`config.mk`:
```
export PLATFORM = sky130hd
export DESIGN_NAME = string_delimiter_splitter
export DESIGN_NICKNAME = d
export VERILOG_FILES = /design/src/hw/rtl/sds_pkg.sv /design/src/hw/rtl/sds_cell.sv /design/src/hw/rtl/sds_window.sv /design/src/hw/rtl/string_delimiter_splitter.sv
export SDC_FILE = /design/constraint.sdc
export NUM_CORES = 1
export LEC_CHECK = 0
export BUFFER_PORTS_ARGS = -buffer_cell sky130_fd_sc_hd__buf_2
export CAP_MARGIN = 20
export CELL_PAD_IN_SITES_DETAIL_PLACEMENT = 0
export CELL_PAD_IN_SITES_GLOBAL_PLACEMENT = 1
export CORE_MARGIN = 2
export CORE_UTILIZATION = 40
export CTS_BUF_LIST = sky130_fd_sc_hd__clkbuf_4 sky130_fd_sc_hd__clkbuf_8 sky130_fd_sc_hd__clkbuf_16
export CTS_CLUSTER_SIZE = 8
export DETAILED_ROUTE_END_ITERATION = 16
export PLACE_DENSITY = 0.72
export SKIP_CTS_REPAIR_TIMING = 1
export SYNTH_ARGS = -nofsm -noshare
export SYNTH_HDL_FRONTEND = slang
export SYNTH_SLANG_ARGS = --single-unit
export TNS_END_PERCENT = 100
```
`constraint.sdc`:
```
create_clock -name i_clk -period 4.4 [get_ports i_clk]
set_clock_uncertainty 0.2 [all_clocks]
set_input_delay 0.22 -clock i_clk [delete_from_list [all_inputs] [get_ports i_clk]]
set_output_delay 0.22 -clock i_clk [all_outputs]
set_load 0.05 [all_outputs]
```
`src/hw/rtl/sds_pkg.sv`:
```
// Shared types and constants for the string delimiter splitter.
// No dependencies; every other file of the block imports this package.
package sds_pkg;

    localparam int BYTE_W      = 8;
    localparam int LEN_W       = 4;
    localparam int CNT_OUT_W   = 16;
    localparam int LIMIT_W     = 16;
    localparam int DELIM_CFG_W = 64;
    localparam int CFG_IDX_W   = 2;

    localparam int DEF_MAX_DELIM_BYTES = 8;
    localparam int DEF_COUNT_BITS      = 16;

    localparam logic [DELIM_CFG_W-1:0] RST_DELIM      = 64'd44;
    localparam logic [LEN_W-1:0]       RST_DELIM_LEN  = 4'd1;
    localparam logic [LIMIT_W-1:0]     RST_MAX_ELEMS  = 16'hFFFF;
    localparam logic [LIMIT_W-1:0]     RST_MAX_LEN    = 16'hFFFF;

    typedef enum logic [CFG_IDX_W-1:0] {
        CFG_DELIM_BYTES = 2'd0,
        CFG_DELIM_LEN   = 2'd1,
        CFG_MAX_ELEMS   = 2'd2,
        CFG_MAX_LEN     = 2'd3
    } t_cfg_idx;

    typedef enum logic [1:0] {
        KIND_DATA     = 2'd0,
        KIND_END_ELEM = 2'd1,
        KIND_END_STR  = 2'd2
    } t_kind;

    typedef enum logic [3:0] {
        ST_IDLE,
        ST_SCAN,
        ST_DROP,
        ST_FLUSH,
        ST_CHAR,
        ST_CHAR_CLOSE,
        ST_END_CLOSE,
        ST_END_MARK,
        ST_FINISH
    } t_state;

    // window control from the sequencer
    typedef struct packed {
        logic load;
        logic shift;
        logic clear;
    } t_win_ctl;

    // window status back to the sequencer
    typedef struct packed {
        logic front_valid;
        logic full_len;
        logic beyond_len;
        logic match;
    } t_win_stat;

    typedef struct packed {
        logic [CNT_OUT_W-1:0] count;
        t_kind                kind;
        logic [BYTE_W-1:0]    data;
    } t_result;

endpackage

```
`src/hw/rtl/sds_cell.sv`:
```
// One lookahead cell: holds a byte, shifts toward the front, compares
// against its delimiter byte. Depends on sds_pkg.
module sds_cell (
    input  logic              i_clk,
    input  logic              i_rst_n,
    input  sds_pkg::t_win_ctl i_ctl,
    input  logic [7:0]        i_byte,
    input  logic [7:0]        i_delim,
    input  logic              i_prev_valid,
    input  logic              i_next_valid,
    input  logic [7:0]        i_next_data,
    output logic              o_valid,
    output logic [7:0]        o_data,
    output logic              o_match
);
    import sds_pkg::*;

    logic       r_valid;
    logic [7:0] r_data;
    logic       n_valid;
    logic [7:0] n_data;

    always_comb begin
        n_valid = r_valid;
        n_data  = r_data;
        if (i_ctl.clear) begin
            n_valid = 1'b0;
        end else if (i_ctl.shift) begin
            n_valid = i_next_valid;
            n_data  = i_next_data;
        end else if (i_ctl.load && !r_valid && i_prev_valid) begin
            n_valid = 1'b1;
            n_data  = i_byte;
        end
    end

    always_ff @(posedge i_clk) begin
        if (!i_rst_n) begin
            r_valid <= 1'b0;
        end else begin
            r_valid <= n_valid;
        end
    end

    always_ff @(posedge i_clk) begin
        r_data <= n_data;
    end

    assign o_valid = r_valid;
    assign o_data  = r_data;
    assign o_match = (r_data == i_delim);

endmodule

```
`src/hw/rtl/sds_window.sv`:
```
// Lookahead window: a row of sds_cell stages with the delimiter match
// and fill flags gathered for the sequencer. Depends on sds_pkg, sds_cell.
module sds_window #(
    parameter int MAX_DELIM_BYTES = sds_pkg::DEF_MAX_DELIM_BYTES
) (
    input  logic                         i_clk,
    input  logic                         i_rst_n,
    input  sds_pkg::t_win_ctl            i_ctl,
    input  logic [7:0]                   i_byte,
    input  logic [MAX_DELIM_BYTES*8-1:0] i_delim,
    input  logic [sds_pkg::LEN_W-1:0]    i_len,
    output sds_pkg::t_win_stat           o_stat,
    output logic [7:0]                   o_front
);
    import sds_pkg::*;

    logic [MAX_DELIM_BYTES-1:0] w_valid;
    logic [MAX_DELIM_BYTES-1:0] w_match;
    logic [MAX_DELIM_BYTES-1:0] w_in_len;
    logic [MAX_DELIM_BYTES-1:0] w_last;
    logic [7:0]                 w_data [MAX_DELIM_BYTES];

    for (genvar j = 0; j < MAX_DELIM_BYTES; j++) begin : g_cell
        logic       w_prev_valid;
        logic       w_next_valid;
        logic [7:0] w_next_data;

        if (j == 0) begin : g_head
            assign w_prev_valid = 1'b1;
        end else begin : g_mid
            assign w_prev_valid = w_valid[j-1];
        end

        if (j == MAX_DELIM_BYTES - 1) begin : g_tail
            assign w_next_valid = 1'b0;
            assign w_next_data  = 8'd0;
        end else begin : g_body
            assign w_next_valid = w_valid[j+1];
            assign w_next_data  = w_data[j+1];
        end

        assign w_in_len[j] = (LEN_W'(j) < i_len);
        assign w_last[j]   = (LEN_W'(j + 1) == i_len);

        sds_cell u_cell (
            .i_clk        (i_clk),
            .i_rst_n      (i_rst_n),
            .i_ctl        (i_ctl),
            .i_byte       (i_byte),
            .i_delim      (i_delim[j*8 +: 8]),
            .i_prev_valid (w_prev_valid),
            .i_next_valid (w_next_valid),
            .i_next_data  (w_next_data),
            .o_valid      (w_valid[j]),
            .o_data       (w_data[j]),
            .o_match      (w_match[j])
        );
    end

    always_comb begin
        o_stat.front_valid = w_valid[0];
        o_stat.full_len    = 1'b0;
        o_stat.beyond_len  = 1'b0;
        o_stat.match       = 1'b1;
        for (int j = 0; j < MAX_DELIM_BYTES; j++) begin
            o_stat.full_len   = o_stat.full_len | (w_valid[j] & w_last[j]);
            o_stat.beyond_len = o_stat.beyond_len | (w_valid[j] & ~w_in_len[j]);
            o_stat.match      = o_stat.match & (~w_in_len[j] | w_match[j]);
        end
    end

    assign o_front = w_data[0];

endmodule

```
`src/hw/rtl/string_delimiter_splitter.sv`:
```
// String delimiter splitter, top level: config registers, sequencer, output register.
// Depends on sds_pkg and sds_window.
// Bytes enter one at a time; a zero byte ends the string and gives an end-of-string
// word with the element count. A byte is accepted only while the sequencer is idle.
// With a delimiter set, the byte is loaded into the window, and each scan step then
// passes the front byte on or skips it, or removes a matched delimiter, until the
// window no longer holds a full delimiter length and the sequencer returns to idle.
// A match removes the whole delimiter at once, except after the delimiter length has
// been lowered mid-string, when ST_DROP shifts it out one byte at a time. A zero
// byte, or any byte while the delimiter length is zero, first flushes the held window
// bytes and then passes through the closing states. A result word waits in a holding
// register until the next word or the end of the run is known, so a step that passes
// a word on stalls while the output register is full and not taken by the sink.
module string_delimiter_splitter #(
    parameter int MAX_DELIM_BYTES = sds_pkg::DEF_MAX_DELIM_BYTES,
    parameter int COUNT_BITS      = sds_pkg::DEF_COUNT_BITS
) (
    input  logic                            i_clk,
    input  logic                            i_rst_n,
    input  logic                            i_s_axis_tvalid,
    output logic                            o_s_axis_tready,
    input  logic [7:0]                      i_s_axis_tdata,   // in_byte
    output logic                            o_m_axis_tvalid,
    input  logic                            i_m_axis_tready,
    output logic [23:0]                     o_m_axis_tdata,   // out_byte, element_count
    output logic [1:0]                      o_m_axis_tuser,   // out_kind
    output logic                            o_m_axis_tlast,   // last_of_run
    input  logic                            i_cfg_we,
    input  logic [sds_pkg::CFG_IDX_W-1:0]   i_cfg_index,
    input  logic [sds_pkg::DELIM_CFG_W-1:0] i_cfg_wdata
);
    import sds_pkg::*;

    localparam int CMP_W = (COUNT_BITS > LIMIT_W) ? COUNT_BITS : LIMIT_W;

    // config
    logic [DELIM_CFG_W-1:0] r_delim;
    logic [LEN_W-1:0]       r_dlen;
    logic [LIMIT_W-1:0]     r_max_elems;
    logic [LIMIT_W-1:0]     r_max_len;

    // control state
    t_state                 r_state, n_state;
    logic [COUNT_BITS-1:0]  r_cur, n_cur;
    logic [COUNT_BITS-1:0]  r_done, n_done;
    logic                   r_skip, n_skip;
    logic                   r_limit, n_limit;
    logic [LEN_W-1:0]       r_drop, n_drop;
    logic                   r_zero, n_zero;
    logic [7:0]             r_byte, n_byte;
    logic                   r_pend_v;
    t_result                r_pend;
    logic                   r_out_v;
    t_result                r_out;
    logic                   r_out_last;

    t_win_ctl               w_ctl;
    t_win_stat              w_stat;
    logic [7:0]             w_front;
    logic [LEN_W-1:0]       w_len;
    logic                   w_accept;
    logic                   w_out_free;
    logic                   w_go;
    logic                   w_lim_now;
    logic                   w_trunc;
    logic [COUNT_BITS-1:0]  w_done_inc;
    logic [COUNT_BITS-1:0]  w_cur_inc;
    logic                   w_em;
    t_result                w_res;
    logic                   w_fin;

    assign w_len      = (r_dlen > LEN_W'(MAX_DELIM_BYTES)) ? LEN_W'(MAX_DELIM_BYTES) : r_dlen;
    assign w_accept   = i_s_axis_tvalid && o_s_axis_tready;
    assign w_out_free = !r_out_v || i_m_axis_tready;
    assign w_go       = !r_pend_v || w_out_free;

    assign w_lim_now  = r_limit || (CMP_W'(r_done) >= CMP_W'(r_max_elems));
    assign w_trunc    = (r_max_len != '0) && (CMP_W'(r_cur) >= CMP_W'(r_max_len - 1'b1));
    assign w_done_inc = (r_done == '1) ? r_done : r_done + 1'b1;
    assign w_cur_inc  = (r_cur == '1) ? r_cur : r_cur + 1'b1;

    always_ff @(posedge i_clk) begin
        if (!i_rst_n) begin
            r_delim     <= RST_DELIM;
            r_dlen      <= RST_DELIM_LEN;
            r_max_elems <= RST_MAX_ELEMS;
            r_max_len   <= RST_MAX_LEN;
        end else if (i_cfg_we) begin
            case (t_cfg_idx'(i_cfg_index))
                CFG_DELIM_BYTES: r_delim     <= i_cfg_wdata;
                CFG_DELIM_LEN:   r_dlen      <= i_cfg_wdata[LEN_W-1:0];
                CFG_MAX_ELEMS:   r_max_elems <= i_cfg_wdata[LIMIT_W-1:0];
                CFG_MAX_LEN:     r_max_len   <= i_cfg_wdata[LIMIT_W-1:0];
                default: ;
            endcase
        end
    end

    sds_window #(
        .MAX_DELIM_BYTES (MAX_DELIM_BYTES)
    ) u_window (
        .i_clk   (i_clk),
        .i_rst_n (i_rst_n),
        .i_ctl   (w_ctl),
        .i_byte  (i_s_axis_tdata),
        .i_delim (r_delim[MAX_DELIM_BYTES*8-1:0]),
        .i_len   (w_len),
        .o_stat  (w_stat),
        .o_front (w_front)
    );

    // next state
    always_comb begin
        n_state = r_state;
        case (r_state)
            ST_IDLE: begin
                if (w_accept) begin
                    n_state = (i_s_axis_tdata == 8'd0 || w_len == '0) ? ST_FLUSH : ST_SCAN;
                end
            end
            ST_SCAN: begin
                if (w_go) begin
                    if (!w_stat.full_len) begin
                        n_state = ST_IDLE;
                    end else if (w_stat.match && w_stat.beyond_len && w_len > LEN_W'(1)) begin
                        n_state = ST_DROP;
                    end
                end
            end
            ST_DROP: begin
                if (r_drop == LEN_W'(1)) begin
                    n_state = ST_SCAN;
                end
            end
            ST_FLUSH: begin
                if (w_go && !w_stat.front_valid) begin
                    n_state = r_zero ? ST_END_CLOSE : ST_CHAR;
                end
            end
            ST_CHAR: begin
                if (w_go) begin
                    n_state = w_lim_now ? ST_FINISH : ST_CHAR_CLOSE;
                end
            end
            ST_CHAR_CLOSE: begin
                if (w_go) begin
                    n_state = ST_FINISH;
                end
            end
            ST_END_CLOSE: begin
                if (w_go) begin
                    n_state = ST_END_MARK;
                end
            end
            ST_END_MARK: begin
                if (w_go) begin
                    n_state = ST_FINISH;
                end
            end
            ST_FINISH: begin
                if (w_go) begin
                    n_state = ST_IDLE;
                end
            end
            default: n_state = ST_IDLE;
        endcase
    end

    // actions
    always_comb begin
        n_cur     = r_cur;
        n_done    = r_done;
        n_skip    = r_skip;
        n_limit   = r_limit;
        n_drop    = r_drop;
        n_zero    = r_zero;
        n_byte    = r_byte;
        w_ctl     = '0;
        w_em      = 1'b0;
        w_fin     = 1'b0;
        w_res     = '{count: CNT_OUT_W'(CMP_W'(r_done)), kind: KIND_DATA, data: 8'd0};
        case (r_state)
            ST_IDLE: begin
                if (w_accept) begin
                    n_byte     = i_s_axis_tdata;
                    n_zero     = (i_s_axis_tdata == 8'd0);
                    w_ctl.load = (i_s_axis_tdata != 8'd0) && (w_len != '0);
                end
            end
            ST_SCAN: begin
                if (w_go) begin
                    if (!w_stat.full_len) begin
                        w_fin = 1'b1;
                    end else if (w_stat.match) begin
                        n_limit = w_lim_now;
                        if (!w_lim_now) begin
                            if (r_skip) begin
                                n_skip = 1'b0;
                            end else begin
                                w_em       = 1'b1;
                                w_res.kind = KIND_END_ELEM;
                                w_res.count = CNT_OUT_W'(CMP_W'(w_done_inc));
                                n_done     = w_done_inc;
                                n_cur      = '0;
                            end
                        end
                        if (w_stat.beyond_len) begin
                            w_ctl.shift = 1'b1;
                            n_drop      = w_len - 1'b1;
                        end else begin
                            w_ctl.clear = 1'b1;
                        end
                    end else begin
                        w_ctl.shift = 1'b1;
                        n_limit     = w_lim_now;
                        if (!w_lim_now && !r_skip) begin
                            w_em = 1'b1;
                            if (w_trunc) begin
                                w_res.kind  = KIND_END_ELEM;
                                w_res.count = CNT_OUT_W'(CMP_W'(w_done_inc));
                                n_done      = w_done_inc;
                                n_cur       = '0;
                                n_skip      = 1'b1;
                            end else begin
                                w_res.data = w_front;
                                n_cur      = w_cur_inc;
                            end
                        end
                    end
                end
            end
            ST_DROP: begin
                w_ctl.shift = 1'b1;
                n_drop      = r_drop - 1'b1;
            end
            ST_FLUSH: begin
                if (w_go && w_stat.front_valid) begin
                    w_ctl.shift = 1'b1;
                    n_limit     = w_lim_now;
                    if (!w_lim_now && !r_skip) begin
                        w_em = 1'b1;
                        if (w_trunc) begin
                            w_res.kind  = KIND_END_ELEM;
                            w_res.count = CNT_OUT_W'(CMP_W'(w_done_inc));
                            n_done      = w_done_inc;
                            n_cur       = '0;
                            n_skip      = 1'b1;
                        end else begin
                            w_res.data = w_front;
                            n_cur      = w_cur_inc;
                        end
                    end
                end
            end
            ST_CHAR: begin
                if (w_go) begin
                    n_limit = w_lim_now;
                    if (!w_lim_now) begin
                        w_em       = 1'b1;
                        w_res.data = r_byte;
                    end
                end
            end
            ST_CHAR_CLOSE: begin
                if (w_go) begin
                    w_em        = 1'b1;
                    w_res.kind  = KIND_END_ELEM;
                    w_res.count = CNT_OUT_W'(CMP_W'(w_done_inc));
                    n_done      = w_done_inc;
                    n_cur       = '0;
                end
            end
            ST_END_CLOSE: begin
                if (w_go && !r_limit && (CMP_W'(r_done) < CMP_W'(r_max_elems))
                        && (r_cur != '0)) begin
                    w_em        = 1'b1;
                    w_res.kind  = KIND_END_ELEM;
                    w_res.count = CNT_OUT_W'(CMP_W'(w_done_inc));
                    n_done      = w_done_inc;
                    n_cur       = '0;
                end
            end
            ST_END_MARK: begin
                if (w_go) begin
                    w_em        = 1'b1;
                    w_res.kind  = KIND_END_STR;
                    w_ctl.clear = 1'b1;
                    n_cur       = '0;
                    n_done      = '0;
                    n_skip      = 1'b0;
                    n_limit     = 1'b0;
                end
            end
            ST_FINISH: begin
                w_fin = w_go;
            end
            default: ;
        endcase
    end

    always_ff @(posedge i_clk) begin
        if (!i_rst_n) begin
            r_state  <= ST_IDLE;
            r_cur    <= '0;
            r_done   <= '0;
            r_skip   <= 1'b0;
            r_limit  <= 1'b0;
            r_drop   <= '0;
            r_zero   <= 1'b0;
            r_pend_v <= 1'b0;
            r_out_v  <= 1'b0;
        end else begin
            r_state <= n_state;
            r_cur   <= n_cur;
            r_done  <= n_done;
            r_skip  <= n_skip;
            r_limit <= n_limit;
            r_drop  <= n_drop;
            r_zero  <= n_zero;
            if (w_em) begin
                r_pend_v <= 1'b1;
            end else if (w_fin) begin
                r_pend_v <= 1'b0;
            end
            if ((w_em || w_fin) && r_pend_v) begin
                r_out_v <= 1'b1;
            end else if (i_m_axis_tready) begin
                r_out_v <= 1'b0;
            end
        end
    end

    // held word goes out once the next one, or the end of the run, is known
    always_ff @(posedge i_clk) begin
        r_byte <= n_byte;
        if (w_em) begin
            r_pend <= w_res;
        end
        if ((w_em || w_fin) && r_pend_v) begin
            r_out      <= r_pend;
            r_out_last <= w_fin;
        end
    end

    assign o_s_axis_tready = (r_state == ST_IDLE);
    assign o_m_axis_tvalid = r_out_v;
    assign o_m_axis_tdata  = {r_out.count, r_out.data};
    assign o_m_axis_tuser  = r_out.kind;
    assign o_m_axis_tlast  = r_out_last;

endmodule
```
Word level (Yosys, flattened, before mapping). Cells that the tools add are included.

Reductions and logical operators: 90. Magnitude comparators: 13. Equality and inequality tests: 48. Muxes and demuxes: 135. Bitwise gates (word level): 55. Add/subtract/negate cells: 5.

Operators with widths (number): $mux W16 (22); $mux W8 (19); $pmux W16 S4 (2); $mux W18 (6); $mux W26 (4); $pmux W16 S5 (1); $eq A8 B8 Y1 (8); $mux W4 (16); $mux W1 (50); $add A16 B1 Y16 const B (2); $eq A16 B16 Y1 const B (2); $ge A16 B16 Y1 (2); $pmux W4 S8 (1); $reduce_bool A16 Y1 (2); $logic_and A1 B1 Y1 (27); $ne A2 B2 Y1 const B (13); $reduce_and A2 Y1 (13); $pmux W8 S3 (1); $and A1 B1 Y1 (23); $or A1 B1 Y1 (22); $reduce_bool A2 Y1 (11); $reduce_and A9 Y1 (2); $eq A3 B4 Y1 const A (4); $eq A4 B3 Y1 const B (4); 40 further kinds (89).

Input port bits: 79. Register bits: 278. Output and inout port bits: 29. Word-level logic and storage cells: 383.

Logic depth before layout (Yosys ltp). Gate-level depths: netlist of the first run.

Depth after elaboration: 19. Mapped depth: 18. Gate-level depth less buffers: 16.

Hierarchy. A second synthesis of the first run with hierarchy kept.

Cells, all modules: 1387. Area total of the unflattened synthesis: 13807.0 um^2.

Modules (own cells, without submodules): string_delimiter_splitter (times used 1, seq. area each 4734.5 um^2, cells an instance 1065, area each 9556.7 um^2); sds_cell (times used 8, seq. area each 260.2 um^2, cells an instance 35, area each 495.5 um^2); sds_window (times used 1, seq. area each 0.0 um^2, cells an instance 42, area each 286.5 um^2).

Worst setup path before layout of the first run. No wires, ideal clock.

Path kind: reg2reg. Start point: register r_max_len[2]. End point: register r_pend[12] (netlist name), data pin. Library setup time: 0.260 ns. Data required time: 3.940 ns. Path buffers: 2. Clock period less this slack: 4.374 ns. Arrival time: 3.913 ns. Stages on the path, launching flop included: 18. Slack: 0.026 ns. Cells stage by stage: dfxtp_1 nor2_1 nand2_1 nor3_1 nor4b_1 nand2_1 xor2_1 ha_1 nand4_1 or4_1 a31o_2 or2_1 buf_6 a211oi_4 o21bai_4 buf_8 nand3_2 xnor2_2.

RTL lines: start: declaration (line string_delimiter_splitter.sv:40) `logic [LIMIT_W-1:0] r_max_len;`; start signal: assignment (line string_delimiter_splitter.sv:93) `CFG_MAX_LEN: r_max_len <= i_cfg_wdata[LIMIT_W-1:0];`; end signal: assignment (line string_delimiter_splitter.sv:337) `r_pend <= w_res;`; end: declaration (line string_delimiter_splitter.sv:52) `t_result r_pend;`.

==> flow_metrics.py, run 1 <==
metrics = {
    "die": {
        "die_y_um": 191,
        "die_x_um": 191,
        "die-area_sq_mm": 0.0366,
        "start_util": 0.407,
        "core_sq_mm": 0.0345,
        "io_pins": 108,
        "rows": 68,
    },
    "worst_setup_path": {
        "crit_fanout": 8,
        "end_kind": "register",
        "rrSetupSlack_ns": 0.20,
        "arrival_ns": 4.30,
        "cp_data_required_time_ns": 4.50,
        "r2r_start": "r_max_len[0]",
        "crit_path_start_kind": "register",
        "path_class": "reg2reg",
        "startpoint": "r_max_len[0]",
        "ff2ff_path_depth": 14,
    },
    "power": {
        "p_sw_mw": 3.24,
        "p_comb_frac": 0.267,
        "clock_power_share": 0.326,
        "internal-power_mw": 6.29,
        "p_per_area_mw_per_mm2": 549,
        "ir_drop_uv": 288,
        "pwr-share-seq": 0.407,
        "switching_share": 0.340,
        "power.leakage_nw": 6.88,
    },
    "place": {
        "dp_slack_ns": 0.0468,
        "post-dp-hpwl_um": 28300,
        "port_buffers": 107,
        "place_congestion": 0.877,
    },
    "synth": {
        "syn_avg_cell_area_sq_um": 9.09,
        "synth_area_leader_cell": "edfxtp_1",
        "syn_area_sq_mm": 0.0141,
        "yosysWarnings": 0,
        "synth.distinct_cells": 75,
        "async_flop_share": 0,
        "synth_nets": 1669,
        "synth_edf_count": 125,
        "synth_top_area_frac": 0.267,
        "synthTopCellsByArea": "edfxtp_1 (27%), dfxtp_1 (22%), nand2_1 (10%), ha_1 (3.9%), a21boi_0 (3.6%)",
        "ys_seq_area_frac": 0.485,
        "synth_cells": 1546,
        "synth_seq_cells": 278,
        "synth_flop_cell": "dfxtp_1",
    },
    "status": {
        "outcome": "complete, no violations",
    },
    "detailed_routing": {
        "wl_um": 40400,
        "dr.pass1.iters": 5,
        "ant_nets": 0,
        "vias": 11932,
        "drt_iter0_markers": 776,
        "drc": 0,
        "vias_per_cell": 5.33,
        "wl_per_cell_um": 18.0,
    },
    "clock_network": {
        "cts.sinks": 278,
        "cts_tree": "built",
        "numCtsBuffers": 41,
        "clockBufferDepth": 3,
        "cts_max_level": 2,
        "cts-root-buf": "clkbuf_16",
        "cts.clk_slew.worst_paths_ns": 0.05,
        "clock_latency_ns": 0.55,
    },
    "grt": {
        "grt_max_degree": 84,
        "grt_usage": 0.216,
        "grt_pass1_vias": 11176,
        "antenna_found_initial": 0,
        "grt_overflow": 0,
        "grt_pass1_wl_um": 61600,
    },
    "timing": {
        "fmax_mhz": 238,
        "fin_crit_ns": 4.20,
        "slew_headroom": 0.304,
        "layout_setup_ws_ns": 0.199,
        "setup_violations": 0,
        "worst_pin_slew_ns": 1.03,
        "tns_ns": 0,
        "finalHoldViolCount": 0,
        "slew_violations": 0,
        "hold-worst-slack_ns": 0.0556,
        "fin_crit_sh": 0.955,
    },
    "layout": {
        "drive_above_1_share": 0.146,
        "final_cell_mix": "nand2_1 (387), dfxtp_1 (153), edfxtp_1 (125)",
        "n_fill_cell": 3275,
        "utilization": 0.503,
        "syn2layout_area_growth_pct": 23.6,
        "diodes": 0,
        "final_common_cell": "nand2_1",
        "nets": 1878,
    },
    "min_path": {
        "hp-start": "i_rst_n",
        "hold_path.class": "in2reg",
        "whs_path_depth": 2,
    },
    "run": {
        "drv_cap": 0,
    },
}
## cell families after synthesis
logic type	share of synthesized area
buffers and inverters	0.0348
AOI/OAI and AO/OA	0.159
and+or+nand+nor	0.213
xor gates and xnor gates	0.0579
muxes	0.0110
DFF	0.485
adders and majority gates	0.0392
## synth_stat cells (13+ instances only)
cell type and number:
nor4_1 20, nand4_1 23, nor3_1 31, nand3_1 44
o211ai_1 31, inv_1 51, xor2_1 54, clkbuf_1 51
o21ai_0 61, dfxtp_1 153, nand2_1 387, a31oi_1 15
xnor2_1 37, nor2_1 81, nor3b_1 13, a21oi_1 70
and3_1 17, edfxtp_1 125, a21boi_0 67, ha_1 44
## worst max-delay path, cell delays in order (launching register included)
cell,delay [ns]
dfxtp_1,0.34
inv_1,0.12
ha_2,0.23
nor4b_2,0.20
nand2_1,0.16
nor2_1,0.15
xnor2_1,0.09
ha_1,0.30
nand4_1,0.09
or4_1,0.53
a31o_2,0.29
or2_1,0.28
a211oi_4,0.31
o21bai_4,0.27
mux2_2,0.38
## layer usage
metal,up-vias,GRT usage,share of wire
met1,5678,0.268,0.42
li1,5877,-,-
met4,0,0.0849,0.036
met5,-,0,0
met3,83,0.0360,0.046
met2,294,0.374,0.50
## per-stage QoR
stage	area (sq um)	std cells	power [mW]
4_1_cts	16500	2156	9.51
2_1_floorplan	14100	1546	5.45
3_3_place_gp	15200	2082	6.34
6_report	17400	2240	9.53
5_1_grt	17400	2240	10.0
3_5_place_dp	15200	2083	6.38
## registers in the layout, indices dropped and copies added, names as in the netlist
signal,cells
r_skip,1
r_cur,16
o_m_axis_tdata,24
r_max_elems,16
r_byte,8
u_window.g_cell.u_cell.o_valid,8
r_max_len,16
r_zero,1
o_m_axis_tvalid,1
r_dlen,4
r_drop,4
r_delim,64
o_m_axis_tlast,1
u_window.g_cell.u_cell.o_data,64
r_pend,26
r_state,4
o_m_axis_tuser,2
r_limit,1
r_done,16
r_pend_v,1
## power by group through the flow
stage	combinational (mW)	sequential, mW	clock (mW)
after floorplan	1.68	3.77	0
after global placement	2.42	3.93	0
after detailed placement	2.45	3.93	0
after CTS	2.45	3.89	3.18
after global routing	2.83	3.93	3.28
final	2.54	3.88	3.10
## path summary, 6_finish.rpt
path | end
setup / recovery | r_pend[16]
hold / removal | r_dlen[0]
setup reg to reg | r_pend[16]
hold reg to reg | o_m_axis_tdata[18]
## final cells by class
type | instances | area [sq um] | share of cell area
Clock inverter | 3 | 47.5 | 0.00274
Clock buffer | 70 | 1260 | 0.0726
Timing Repair Buffer | 233 | 1690 | 0.0974
Multi-Input combinational cell | 1150 | 6790 | 0.391
Inverter | 51 | 191 | 0.0110
Tap cell | 455 | 569 | 0.0328
Sequential cell | 278 | 6820 | 0.392
No activity file was read; power rests on OpenSTA's default activity.
==> inputs of run 2 (changes only) <==
--- a/config.mk
+++ b/config.mk
@@ -6,5 +6,5 @@
 export NUM_CORES = 1
 export LEC_CHECK = 0
-export BUFFER_PORTS_ARGS = -buffer_cell sky130_fd_sc_hd__buf_2
+export BUFFER_PORTS_ARGS = -buffer_cell sky130_fd_sc_hd__buf_4
 export CAP_MARGIN = 20
 export CELL_PAD_IN_SITES_DETAIL_PLACEMENT = 0
@@ -16,4 +16,5 @@
 export DETAILED_ROUTE_END_ITERATION = 16
 export PLACE_DENSITY = 0.72
+export SETUP_SLACK_MARGIN = 0.5
 export SKIP_CTS_REPAIR_TIMING = 1
 export SYNTH_ARGS = -nofsm -noshare
==> constraint.sdc (replaced) <==
create_clock -name i_clk -period 4.4 [get_ports i_clk]
set_clock_uncertainty 0.2 [all_clocks]
set_input_delay 0.66 -clock i_clk [delete_from_list [all_inputs] [get_ports i_clk]]
set_output_delay 0.66 -clock i_clk [all_outputs]
set_load 0.05 [all_outputs]
==> flow_metrics.py, run 2 (synthesis results as in run 1) <==
metrics = {
    "timing": {
        "setup_violations": 0,
        "fin_crit_ns": 4.20,
        "rsz0062_at_grt": "yes",
        "fin_crit_sh": 0.954,
        "slew_headroom": 0.393,
        "worst_pin_slew_ns": 0.903,
        "slew_violations": 0,
        "finalHoldViolCount": 0,
        "tns_ns": 0,
        "fmax_mhz": 238,
        "hold-worst-slack_ns": 0.124,
    },
    "layout": {
        "utilization": 0.503,
        "drive_above_1_share": 0.185,
        "nets": 1825,
        "final_cell_mix": "nand2_1 (384), buf_4 (168), dfxtp_1 (148)",
        "final_common_cell": "nand2_1",
        "syn2layout_area_growth_pct": 23.6,
        "diodes": 0,
        "n_fill_cell": 3305,
    },
    "die": {
        "start_util": 0.407,
        "die_y_um": 191,
        "io_pins": 108,
        "rows": 68,
        "die-area_sq_mm": 0.0366,
        "die_x_um": 191,
        "core_sq_mm": 0.0345,
    },
    "detailed_routing": {
        "wl_per_cell_um": 18.6,
        "drt_iter0_markers": 959,
        "wl_um": 40600,
        "vias_per_cell": 5.43,
        "dr.pass1.iters": 5,
        "drc": 0,
        "vias": 11861,
        "ant_nets": 0,
    },
    "power": {
        "p_per_area_mw_per_mm2": 553,
        "p_comb_frac": 0.276,
        "internal-power_mw": 6.31,
        "clock_power_share": 0.324,
        "ir_drop_uv": 286,
        "switching_share": 0.343,
        "p_sw_mw": 3.30,
        "power.leakage_nw": 6.87,
        "pwr-share-seq": 0.400,
    },
    "worst_setup_path": {
        "end_kind": "register",
        "path_class": "reg2reg",
        "crit_fanout": 8,
        "arrival_ns": 4.29,
        "crit_path_start_kind": "register",
        "cp_data_required_time_ns": 4.49,
    },
    "grt": {
        "antenna_found_initial": 0,
        "grt_pass1_wl_um": 62300,
        "grt_overflow": 0,
        "grt_usage": 0.218,
        "grt_pass1_vias": 11192,
        "grt_max_degree": 81,
    },
    "place": {
        "place_congestion": 0.896,
        "port_buffers": 107,
        "post-dp-hpwl_um": 28800,
    },
    "clock_network": {
        "cts-root-buf": "clkbuf_16",
        "numCtsBuffers": 41,
        "cts.clk_slew.worst_paths_ns": 0.05,
        "clock_latency_ns": 0.56,
        "cts_tree": "built",
        "cts_max_level": 2,
        "cts.sinks": 278,
        "clockBufferDepth": 3,
    },
    "status": {
        "outcome": "complete, no violations",
    },
    "min_path": {
        "hold_path.class": "in2reg",
    },
    "run": {
        "drv_cap": 0,
    },
}
[run 2: cell types whose count changed in the layout (fill, tap and decap cells not counted), sizes merged]
cell	before	now
buf	155	178
clkinv	2	4
inv	52	51
clkbuf	70	67
clkdlybuf4s18	1	0
dlygate4sd3	77	0
o21bai	2	4
[run 2: final timing paths]
kind	startpoint	cells after the start	slack, ns	end
worst min register to register	r_pend[18]	0	0.22	o_m_axis_tdata[16]
worst max register to register	r_max_len[0]	14	0.20	r_pend[16]
worst max-delay path	r_max_len[0]	14	0.20	r_pend[16]
worst min-delay path	i_s_axis_tdata[6]	1	0.12	r_byte[6]
[run 2: metrics by stage]
stage | worst slack (ns) | cell area, sq um | std cells | power, mW
3_5_place_dp | 0.0517 | 15600 | 2090 | 6.40
4_1_cts | 0.0287 | 16900 | 2161 | 9.54
3_3_place_gp | 0.150 | 15600 | 2090 | 6.38
2_1_floorplan | 0.470 | 14100 | 1546 | 5.45
6_report | 0.202 | 17400 | 2185 | 9.60
5_1_grt | 0.0807 | 17400 | 2185 | 10.1
[run 2: area by class of cell]
class / instances / area [sq um] / share of cell area
multi-input cells: 1152 / 7060 / 0.407
flip-flops and latches: 278 / 6830 / 0.393
repair buffers: 178 / 1400 / 0.0803
clock buffers: 67 / 1230 / 0.0707
well taps: 455 / 569 / 0.0328
inverters: 51 / 191 / 0.0110
clock inverters: 4 / 98.8 / 0.00569
[run 2: power groups by stage]
stage | registers, mW | clock network [mW] | logic (mW)
5_1_grt | 3.89 | 3.29 | 2.92
3_3_place_gp | 3.88 | 0 | 2.50
6_report | 3.84 | 3.11 | 2.65
4_1_cts | 3.84 | 3.18 | 2.52
3_5_place_dp | 3.88 | 0 | 2.51
2_1_floorplan | 3.77 | 0 | 1.68
[run 2: critical path: stages, from the launching register on]
cell,delay (ns)
dfxtp_1,0.35
inv_1,0.13
ha_2,0.24
nor4b_4,0.23
nand2_2,0.15
nor2_2,0.13
xnor2_1,0.07
ha_1,0.30
nand4_1,0.09
or4_4,0.44
a31o_4,0.27
or2_4,0.26
a211oi_4,0.43
o21bai_4,0.30
mux2_4,0.33
[run 2: routing by layer]
| layer | global-route usage | routed length (um) | vias up |
|---|---|---|---|
| li1 | - | - | 5774 |
| met1 | 0.277 | 17300 | 5616 |
| met2 | 0.378 | 19900 | 382 |
| met3 | 0.0305 | 2030 | 89 |
| met4 | 0.0766 | 1320 | 0 |
| met5 | 0 | 0 | - |
==> inputs of run 3 (changes only) <==
- PLACE_DENSITY: 0.72 -> 0.74
==> flow_metrics.py, run 3 (synthesis results as in run 1) <==
metrics = {
    "worst_setup_path": {
        "cp_data_required_time_ns": 4.48,
        "path_class": "reg2reg",
        "arrival_ns": 4.12,
        "crit_path_start_kind": "register",
        "end_kind": "register",
        "crit_fanout": 6,
    },
    "die": {
        "die_x_um": 191,
        "io_pins": 108,
        "core_sq_mm": 0.0345,
        "start_util": 0.407,
        "die_y_um": 191,
        "die-area_sq_mm": 0.0366,
        "rows": 68,
    },
    "timing": {
        "tns_ns": 0,
        "setup_violations": 0,
        "rsz0062_at_grt": "yes",
        "fin_crit_sh": 0.918,
        "worst_pin_slew_ns": 0.990,
        "slew_headroom": 0.340,
        "fmax_mhz": 248,
        "slew_violations": 0,
        "fin_crit_ns": 4.04,
        "finalHoldViolCount": 0,
    },
    "layout": {
        "n_fill_cell": 3326,
        "drive_above_1_share": 0.185,
        "syn2layout_area_growth_pct": 23.5,
        "final_cell_mix": "nand2_1 (382), buf_4 (169), dfxtp_1 (150)",
        "diodes": 0,
        "utilization": 0.502,
        "fin_area_sq_mm": 0.0174,
        "nets": 1828,
        "final_common_cell": "nand2_1",
    },
    "clock_network": {
        "cts_max_level": 2,
        "clock_latency_ns": 0.56,
        "cts.clk_slew.worst_paths_ns": 0.05,
        "cts_tree": "built",
        "clockBufferDepth": 3,
        "numCtsBuffers": 40,
        "cts.sinks": 278,
        "cts-root-buf": "clkbuf_16",
    },
    "grt": {
        "grt_pass1_wl_um": 61900,
        "grt_overflow": 0,
        "grt_max_degree": 96,
        "antenna_found_initial": 0,
        "grt_pass1_vias": 11156,
        "grt_usage": 0.215,
    },
    "detailed_routing": {
        "drc": 0,
        "ant_nets": 0,
        "wl_per_cell_um": 18.5,
        "wl_um": 40500,
        "vias_per_cell": 5.46,
        "dr.pass1.iters": 6,
        "vias": 11937,
        "drt_iter0_markers": 950,
    },
    "status": {
        "outcome": "complete, no violations",
    },
    "power": {
        "ir_drop_uv": 363,
        "power.leakage_nw": 6.84,
        "p_per_area_mw_per_mm2": 550,
    },
    "run": {
        "drv_cap": 0,
    },
    "place": {
        "post-dp-hpwl_um": 28300,
        "port_buffers": 107,
        "place_congestion": 0.889,
        "placed_area_sq_mm": 0.0155,
    },
    "min_path": {
        "hold_path.class": "in2reg",
    },
}
[run 3: cell types whose count changed in the layout (fill, tap and decap cells not counted), moves of 2 or more]
cell,delta
a21oi_1,-2
dfxtp_1,+2
dfxtp_2,-2
nand2_1,-2
nand2_2,+2
nor3b_1,-2
nor3b_2,+2
[run 3: worst paths after layout]
check	depth (start not counted)	endpoint	start	slack [ns]
setup / recovery	11	r_pend[22]	r_max_len[0]	0.36
hold / removal	1	r_byte[3]	i_s_axis_tdata[3]	0.12
setup reg to reg	11	r_pend[22]	r_max_len[0]	0.36
hold reg to reg	0	o_m_axis_tdata[0]	r_pend[0]	0.20
[run 3: final cells by class]
| type | count | area, sq um | share of cell area |
|---|---|---|---|
| Multi-Input combinational cell | 1154 | 7080 | 0.408 |
| Sequential cell | 278 | 6820 | 0.393 |
| Timing Repair Buffer | 180 | 1410 | 0.0812 |
| Clock buffer | 64 | 1180 | 0.0681 |
| Tap cell | 455 | 569 | 0.0328 |
| Inverter | 51 | 191 | 0.0110 |
| Clock inverter | 4 | 93.8 | 0.00541 |
[run 3: layer usage]
metal  global-route usage  up-vias  wire (um)
met5                    0        -          0
met4               0.0820        0       1520
met3               0.0263      100       2140
met2                0.369      398      19600
met1                0.277     5648      17200
li1                     -     5791          -
[run 3: where the power goes]
| group | switching [mW] | total, mW | internal (mW) |
|---|---|---|---|
| clock | 1.18 | 3.03 | 1.86 |
| sequential | 0.390 | 3.82 | 3.43 |
| combinational | 1.74 | 2.70 | 0.966 |
[run 3: per-stage QoR]
stage / cells / total power [mW] / hold WS [ns] / setup WS (ns)
final: 2186 / 9.55 / 0.123 / 0.360
after global routing: 2186 / 10.0 / 0.109 / 0.164
after CTS: 2156 / 9.45 / 0.102 / 0.0368
after detailed placement: 2088 / 6.39 / 0.205 / 0.0627
after global placement: 2088 / 6.36 / 0.202 / 0.144
after floorplan: 1546 / 5.45 / 0.200 / 0.470
[run 3: worst max-delay path, stage by stage, from the launching register on]
cell      delay, ns
dfxtp_1        0.36
nor3_1         0.39
nor3b_1        0.31
xnor2_1        0.11
ha_1           0.31
nand4_1        0.09
or4_4          0.55
a31o_4         0.28
or2_4          0.29
a211oi_4       0.30
o21bai_4       0.24
mux2_4         0.34
